===== config.mk =====
export PLATFORM = sky130hd
export DESIGN_NAME = bmprss_cfg
export DESIGN_NICKNAME = d
export VERILOG_FILES = /design/src/sv/bmprss_pkg.sv /design/src/sv/bmprss_cfg.sv
export SDC_FILE = /design/constraint.sdc
export NUM_CORES = 2
export LEC_CHECK = 0
export BUFFER_PORTS_ARGS = -buffer_cell sky130_fd_sc_hd__buf_2
export CORE_MARGIN = 2
export CORE_UTILIZATION = 45
export CTS_CLUSTER_SIZE = 14
export DETAILED_ROUTE_END_ITERATION = 7
export GPL_TIMING_DRIVEN = 1
export SKIP_CTS_REPAIR_TIMING = 1
export SYNTH_ARGS = -nofsm -noshare
export SYNTH_HDL_FRONTEND = slang
export SYNTH_SLANG_ARGS = --single-unit

===== constraint.sdc =====
create_clock -name clk_i -period 12.4 [get_ports clk_i]
set_input_delay 1.24 -clock clk_i [delete_from_list [all_inputs] [get_ports clk_i]]
set_output_delay 1.24 -clock clk_i [all_outputs]
set_load 0.05 [all_outputs]

===== src/sv/bmprss_pkg.sv =====
package bmprss_pkg;

  localparam int unsigned BufferBytesDef = 64000;
  localparam int unsigned MaxInDimDef    = 4096;

  // quotient bits of the per-pixel scaling divides (one pipeline stage each)
  localparam int unsigned DivSteps = 16;
  // coordinate (13 bit) times output size (16 bit)
  localparam int unsigned ProdW    = 29;
  // width of the shared divider in the configuration unit
  localparam int unsigned DivW     = 32;

  typedef enum logic [2:0] {
    CfgInWidth   = 3'd0,
    CfgInHeight  = 3'd1,
    CfgTopDown   = 3'd2,
    CfgRotateCw  = 3'd3,
    CfgOutWidth  = 3'd4,
    CfgReqHeight = 3'd5,
    CfgMaxHeight = 3'd6
  } cfg_idx_e;

  typedef enum logic [1:0] {
    StWrite  = 2'd0,
    StDrop   = 2'd1,
    StCfgErr = 2'd2
  } status_e;

  typedef enum logic [2:0] {
    DrIdle,
    DrLimLoad,
    DrLimRun,
    DrHgtLoad,
    DrHgtRun,
    DrFinish
  } drv_state_e;

  typedef struct packed {
    logic [11:0] file_row;
    logic [11:0] column;
    logic [7:0]  blue;
    logic [7:0]  green;
    logic [7:0]  red;
  } in_t;

  typedef struct packed {
    status_e     status;
    logic [15:0] byte_address;
    logic [7:0]  out_blue;
    logic [7:0]  out_green;
    logic [7:0]  out_red;
    logic [15:0] effective_height;
  } out_t;

  typedef struct packed {
    logic [12:0] in_width;
    logic [12:0] in_height;
    logic        top_down;
    logic        rotate_cw;
    logic [15:0] out_width;
    logic [15:0] height;
    logic [17:0] row_bytes;
    logic        cfg_err;
    logic        busy;
  } cfg_t;

endpackage


===== src/sv/bmprss_cfg.sv =====
module bmprss_cfg #(
  parameter int unsigned BufferBytes = bmprss_pkg::BufferBytesDef,
  parameter int unsigned MaxInDim    = bmprss_pkg::MaxInDimDef
) (
  input  logic               clk_i,
  input  logic               rst_ni,
  input  logic               cfg_we_i,
  input  logic [2:0]         cfg_idx_i,
  input  logic [15:0]        cfg_data_i,
  output bmprss_pkg::cfg_t   cfg_o
);
  import bmprss_pkg::*;

  logic [12:0] in_width_q, in_height_q;
  logic        top_down_q, rotate_cw_q;
  logic [15:0] out_width_q, req_height_q, max_height_q;
  logic [15:0] height_q, limit_q;
  logic        err_q;

  drv_state_e  state_q, state_d;
  logic [DivW-1:0] dvd_q, rem_q, dvs_q;
  logic [4:0]  cnt_q;

  logic        start;
  logic        ld_lim, ld_hgt, step, fin, busy;
  logic [17:0] row_bytes;
  logic [12:0] vw, vh;
  logic        src_bad;
  logic [29:0] nw;
  logic [DivW-1:0] num;
  logic [DivW:0]   rem_sh;
  logic        ge;
  logic [15:0] lim_new;
  logic [DivW-1:0] h_raw, h_one;
  logic [15:0] h_fin;
  logic [33:0] size;

  // register file
  always_comb begin
    start = 1'b0;
    if (cfg_we_i) begin
      unique case (cfg_idx_e'(cfg_idx_i))
        CfgInWidth, CfgInHeight, CfgTopDown, CfgRotateCw,
        CfgOutWidth, CfgReqHeight, CfgMaxHeight: start = 1'b1;
        default: start = 1'b0;
      endcase
    end
  end

  always_ff @(posedge clk_i or negedge rst_ni) begin
    if (!rst_ni) begin
      in_width_q   <= 13'd1;
      in_height_q  <= 13'd1;
      top_down_q   <= 1'b0;
      rotate_cw_q  <= 1'b0;
      out_width_q  <= 16'd1;
      req_height_q <= 16'd0;
      max_height_q <= 16'hFFFF;
    end else if (cfg_we_i) begin
      unique case (cfg_idx_e'(cfg_idx_i))
        CfgInWidth:   in_width_q   <= cfg_data_i[12:0];
        CfgInHeight:  in_height_q  <= cfg_data_i[12:0];
        CfgTopDown:   top_down_q   <= cfg_data_i[0];
        CfgRotateCw:  rotate_cw_q  <= cfg_data_i[0];
        CfgOutWidth:  out_width_q  <= cfg_data_i;
        CfgReqHeight: req_height_q <= cfg_data_i;
        CfgMaxHeight: max_height_q <= cfg_data_i;
        default: ;
      endcase
    end
  end

  assign row_bytes = (18'({2'b00, out_width_q} * 18'd3) + 18'd3) & ~18'd3;
  assign vw        = rotate_cw_q ? in_height_q : in_width_q;
  assign vh        = rotate_cw_q ? in_width_q : in_height_q;
  assign src_bad   = (in_width_q == '0) || (in_height_q == '0) ||
                     (32'(in_width_q) > MaxInDim) || (32'(in_height_q) > MaxInDim);
  assign nw        = {13'b0, out_width_q, 1'b0} * {17'b0, vw};
  assign num       = {2'b00, nw} + DivW'(vh);

  // restoring divider, one quotient bit per cycle, quotient shifts into dvd_q
  assign rem_sh = {rem_q, dvd_q[DivW-1]};
  assign ge     = rem_sh >= {1'b0, dvs_q};

  assign lim_new = ((row_bytes == '0) || ({16'b0, max_height_q} < dvd_q)) ?
                   max_height_q : dvd_q[15:0];

  always_comb begin
    if (req_height_q != '0) begin
      h_raw = DivW'(req_height_q);
    end else if (vh == '0) begin
      h_raw = '0;
    end else begin
      h_raw = dvd_q;
    end
    h_one = (h_raw == '0) ? DivW'(1) : h_raw;
    h_fin = (h_one > DivW'(limit_q)) ? limit_q : h_one[15:0];
    size  = 34'(row_bytes * h_fin);
  end

  // next state
  always_comb begin
    state_d = state_q;
    unique case (state_q)
      DrIdle:    state_d = DrIdle;
      DrLimLoad: state_d = DrLimRun;
      DrLimRun:  state_d = (cnt_q == '1) ? DrHgtLoad : DrLimRun;
      DrHgtLoad: state_d = DrHgtRun;
      DrHgtRun:  state_d = (cnt_q == '1) ? DrFinish : DrHgtRun;
      DrFinish:  state_d = DrIdle;
      default:   state_d = DrIdle;
    endcase
    if (start) begin
      state_d = DrLimLoad;
    end
  end

  // outputs
  always_comb begin
    ld_lim = 1'b0;
    ld_hgt = 1'b0;
    step   = 1'b0;
    fin    = 1'b0;
    busy   = 1'b1;
    unique case (state_q)
      DrIdle:    busy   = 1'b0;
      DrLimLoad: ld_lim = 1'b1;
      DrLimRun:  step   = 1'b1;
      DrHgtLoad: ld_hgt = 1'b1;
      DrHgtRun:  step   = 1'b1;
      DrFinish:  fin    = 1'b1;
      default:   busy   = 1'b1;
    endcase
  end

  always_ff @(posedge clk_i or negedge rst_ni) begin
    if (!rst_ni) begin
      state_q  <= DrIdle;
      height_q <= 16'd1;
      err_q    <= 1'b0;
    end else begin
      state_q <= state_d;
      if (fin && !start) begin
        height_q <= h_fin;
        err_q    <= src_bad || (size == '0) || (size > 34'(BufferBytes));
      end
    end
  end

  always_ff @(posedge clk_i) begin
    if (ld_lim) begin
      dvd_q <= DivW'(BufferBytes);
      dvs_q <= DivW'(row_bytes);
      rem_q <= '0;
      cnt_q <= '0;
    end else if (ld_hgt) begin
      limit_q <= lim_new;
      dvd_q   <= num;
      dvs_q   <= DivW'({vh, 1'b0});
      rem_q   <= '0;
      cnt_q   <= '0;
    end else if (step) begin
      rem_q <= ge ? DivW'(rem_sh - {1'b0, dvs_q}) : rem_sh[DivW-1:0];
      dvd_q <= {dvd_q[DivW-2:0], ge};
      cnt_q <= cnt_q + 5'd1;
    end
  end

  always_comb begin
    cfg_o.in_width  = in_width_q;
    cfg_o.in_height = in_height_q;
    cfg_o.top_down  = top_down_q;
    cfg_o.rotate_cw = rotate_cw_q;
    cfg_o.out_width = out_width_q;
    cfg_o.height    = height_q;
    cfg_o.row_bytes = row_bytes;
    cfg_o.cfg_err   = err_q;
    cfg_o.busy      = busy;
  end

endmodule


======== After elaboration in Yosys (flattened, before gate mapping) ========
Index checks and enable logic that the tools add are counted.
storage, ports and cells
  register bits ........................... 198
  output and inout port bits .............. 80
  word-level logic and storage cells ...... 95
operators by class
  $add $sub $neg .......................... 4
  multiply operators ...................... 3
  magnitude comparators ................... 6
  eq/ne operators ......................... 12
  mux-type cells .......................... 23
  bitwise operators ....................... 1
  reductions and logical operators ........ 30
operators with widths
  kind                   number
  $mux 32                6
  $logic_not 13->1       3
  $mux 18                2
  $gt 34x16->1 const B   1
  $logic_not 34->1       1
  $ge 33x18->1           1
  $gt 32x16->1           1
  $logic_not 32->1       1
  $lt 16x32->1           1
  $mul 16x16->32         1
  $mux 16                2
  $sub 32x18->32         1
  $add 30x13->31         1
  $mul 16x13->29         1
  $gt 13x13->1 const B   2
  $mux 13                2
  $add 18x2->18 const B  1
  $logic_not 18->1       1
  $mul 16x2->18 const B  1
  $reduce_and 2->1       8
  $reduce_bool 16->1     1
  $eq 3x3->1 const B     5
  $eq 3x2->1 const B     4
  $pmux 3 s4             1
  other kinds (13)       30

======== Depth between registers and ports, before layout ========
  depth after elaboration ................. 12
  gate-level depth with buffers ........... 43
  depth with buffers taken out ............ 38

======== Least setup slack after synthesis ========
No wires, ideal clock.
  path type ............................... flip-flop to flip-flop
  from .................................... register in_height_q[8]
  to ...................................... register err_q
  data arrival time ....................... 9986 ps
  required time ........................... 12274 ps
  slack ................................... 2288 ps
  stages on the path, launching flop included .. 38
  period minus slack after synthesis ...... 10112 ps
  path through ............................ dfrtp_1 > nor4_1 > nand3_1 > o31a_1 > and2_0 > clkbuf_1 > a21oi_1 > inv_1 > ha_1 > o21ai_0 > a21oi_1 > nor4_1 > nor2_1 > o21ai_0 > and2_1 > clkbuf_1 > clkbuf_1 > nor2_1 > [... 2 more ...] > nand2_1 > fa_1 > fa_1 > fa_1 > fa_1 > fa_1 > fa_1 > inv_1 > ha_1 > inv_1 > or3_1 > o2111ai_1 > a211oi_1 > o31ai_1 > nand2b_1 > a21bo_2 > a2111o_1 > o32a_1
between the ends
  word-level cells in the longest chain between the ends .. 12
  elaborated cells between the ends (all ways) .. 18
ends and longest elaborated chain
  item                                                   RTL line           text
  from (decl)                                            bmprss_cfg.sv:14   logic [12:0] in_width_q, in_height_q;
  from (signal assigned)                                 bmprss_cfg.sv:62   CfgInHeight: in_height_q <= cfg_data_i[12:0];
  branches (longest 11 deep; another with $gt 34x16->1)  n/a
  $logic_or 1x1->1 (*)                                   bmprss_cfg.sv:145  err_q <= src_bad || (size == '0) || (size > 34'(BufferBytes));
  to (signal assigned)                                   bmprss_cfg.sv:145
  to (decl)                                              bmprss_cfg.sv:18   logic err_q;
Mark *: on every way between the ends.
A chain may end at the register's enable or synchronous reset.

======== Final worst setup path ========
Same ends and word-level chain as after synthesis.

==> results.md <==
- Overall routed net length: 83.31 mm
- Critical Path AT: 11.64 ns
- Status: finished clean
- Yosys top cell by area: fa_1
- Fillers: 5815
- Layout cell share with drive strength beyond 1: between 10% and 20%
- Xor/xnor share of the synthesized area: 2.997%
- CP Capture Type: flip-flop
- Synth top area share: about a quarter
- Avg WL per Cell: 20.98 um
- Register area share after synthesis: 17.25%
- GRT Util Overall: 26.44%
- Main combinational cell family by area after synthesis: adder cells
- CP max stage cell: a21oi_1
- Clk root buf: clkbuf_16
- First-pass GRT wire length: 130.0 mm
- Final Cycle Share: between 90% and 100%
- Mux cell area share after synthesis: 4.979%
- Clock Latency Late Sink: 0.49 ns
- Grt met2 use: 45.30%
- Met3 Use GR: 5.901%
- Largest net degree at the start of global routing: 67
- Number of placed I/O pins: 102
- Worst stage delay on the critical path: 0.80 ns
- Die Height: 252.4 um
- Routability cong.: 0.9352
- Grt peak-use layer: met2
- Mean Syn Cell Area: 8.828 um2
- Max Freq: 88.80 MHz
- Pins Over Slew Limit: 0
- DRC viols: 0
- Crit path time final: around 11 ns
- Overflow after GRT: 0
- Drt pass-1 iters: 7
- Vias in the first global route: roughly 23000
- Slew @ Worst Pin: 1.357 ns
- CORE AREA: 61370 um2
- H-tree levels: 4
- Max Cap Viol: 0
- ANT nets after route: 0
- CTS Buffer Depth: 2
- Area contributors post-synth: fa_1, ha_1, dfrtp_1
- CTS clk-pin slew, worst paths: 0.09 ns
- TritonCTS clock tree: done
- Complex-gate fraction of the synthesized area: 13.17%
- Post-synthesis instance area: 27770 um2
- WP data required: 12.78 ns
- Synth Area in Adders: 37.36%
- Synthesized netlist cell count: 3145
- Met1 GRT Util: about a third
- Max-slew headroom: roughly 9.0%
- Die X: 252.4 um
- Async S/R FF share, synth: 48.48%
- Nets: 3809
- CP Class: reg -> reg
- Initial antenna violation count: 1
- Die area: between 60000 and 70000 um2
- Hpwl dp: 66.25 mm
- Setup Skew: 0.01686 ns
- Synth Area in Simple Gates: 16.07%
- Hold crit path type: reg -> reg
- Most used DFF post-synth: dfrtp_1
- Synth top cells by count: inv_1, nand2_1, fa_1, ha_1, nor2_1
- Hold Vio Cnt, Final: 0
- Worst Setup Start Kind: flip-flop
- RSZ-0062 raised after global routing: no
- Most numerous cell in the Yosys netlist: inv_1
- Final setup violation count: 0
- Antenna Cells: 0
- Setup TNS: 0 ns
- Synthesized flop and latch total: a little under 200
- EDFF count, synth: 32
- Initial Utilization: between 40 and 50%
- CTS sink count: around 200
- Vias per cell: 5.718
- # port buffers: 99
- P&R area growth vs syn: 7.070%
- Yosys cell types: 79
- Cts bufs inserted: 17
- Critical Path Fanout Max: 45
- Iter 0 DRT Violations: 1649
- DR vias: roughly 23000
- Rows: 91
- Synth warn: 0
## metrics by stage
step	worst slack [ns]	cells	utilization (%)	cell area [um2]	hold WS [ns]
detailed placement	1.396	3939	47.41	29100	0.4551
global placement	1.588	3939	47.41	29100	0.4469
global route	0.4623	3971	48.44	29730	0.5058
finish	1.139	3971	48.44	29730	0.4635
floorplan	2.288	3146	-	27770	0.4291
CTS	1.340	3971	48.44	29730	0.4685
## final cells by class
cell class	instances	area (um2)	area share [%]
well taps	790	988.4	3.325
flip-flops and latches	198	4790	16.11
repair buffers	138	790.8	2.660
inverters	459	1723	5.795
multi-input cells	2354	20810	69.99
clock inverters	15	205.2	0.6902
clock buffers	17	425.4	1.431
## per-layer routing
metal / part of all wire (%) / routed length (um)
met2: 49 / 40460
met5: 0 / 0
met4: 4.6 / 3842
met1: 40 / 33590
met3: 6.5 / 5416
## cells by family (layout without fill, tap and decap cells)
family	after synthesis	in the layout
xor gates and xnor gates	95	95
muxes	126	126
adders and majority gates	619	619
buffers and inverters	594	629
DFF	198	198
and+or+nand+nor	956	956
AOI/OAI and AO/OA	556	556
other	1	2
## placed cells by master, fill, tap and decap left out, types with 32 or more instances in the layout
cell,n
nor3_1,38
xor2_1,35
dfxtp_1,70
nor2_1,203
dfrtp_1,76
edfxtp_1,32
inv_1,454
nor2b_1,66
a21oi_1,143
ha_1,269
buf_4,40
xnor2_1,57
mux2_2,97
a21o_1,58
fa_1,350
o21ai_0,94
nand2_1,401
and2_1,42
nand2b_1,34
buf_2,98
a22oi_1,50
## path summary, 6_finish.rpt
kind	from	endpoint	slack, ns	cells past startpoint
setup / recovery	in_height_q[8]	err_q	1.14	36
hold / removal	cnt_q[4]	cnt_q[4]	0.46	2
setup reg to reg	in_height_q[8]	err_q	1.14	36
hold reg to reg	cnt_q[4]	cnt_q[4]	0.46	2
max in group asynchronous	rst_ni	out_width_q[2]	10.40	2
min in group asynchronous	rst_ni	height_q[1]	0.70	1
## flip-flops by register name, summed over array words and instances (netlist names)
signal / flops
cnt_q: 5
dvd_q: 32
dvs_q: 17
err_q: 1
height_q: 16
in_height_q: 13
in_width_q: 13
limit_q: 16
max_height_q: 16
out_width_q: 16
rem_q: 32
req_height_q: 16
rotate_cw_q: 1
state_q: 3
top_down_q: 1
## critical path, delay by kind of cell, from the launching register on
family                     cells  cell delay, ns
buffers and inverters          6            0.69
adders and majority gates      8            3.38
DFF                            1            0.44
AOI/OAI and AO/OA             11            4.11
and+or+nand+nor               11            2.47
Power is left out: the tool's default activity adds up to more than one toggle a clock period on the data nets, which glitch-free logic cannot reach.
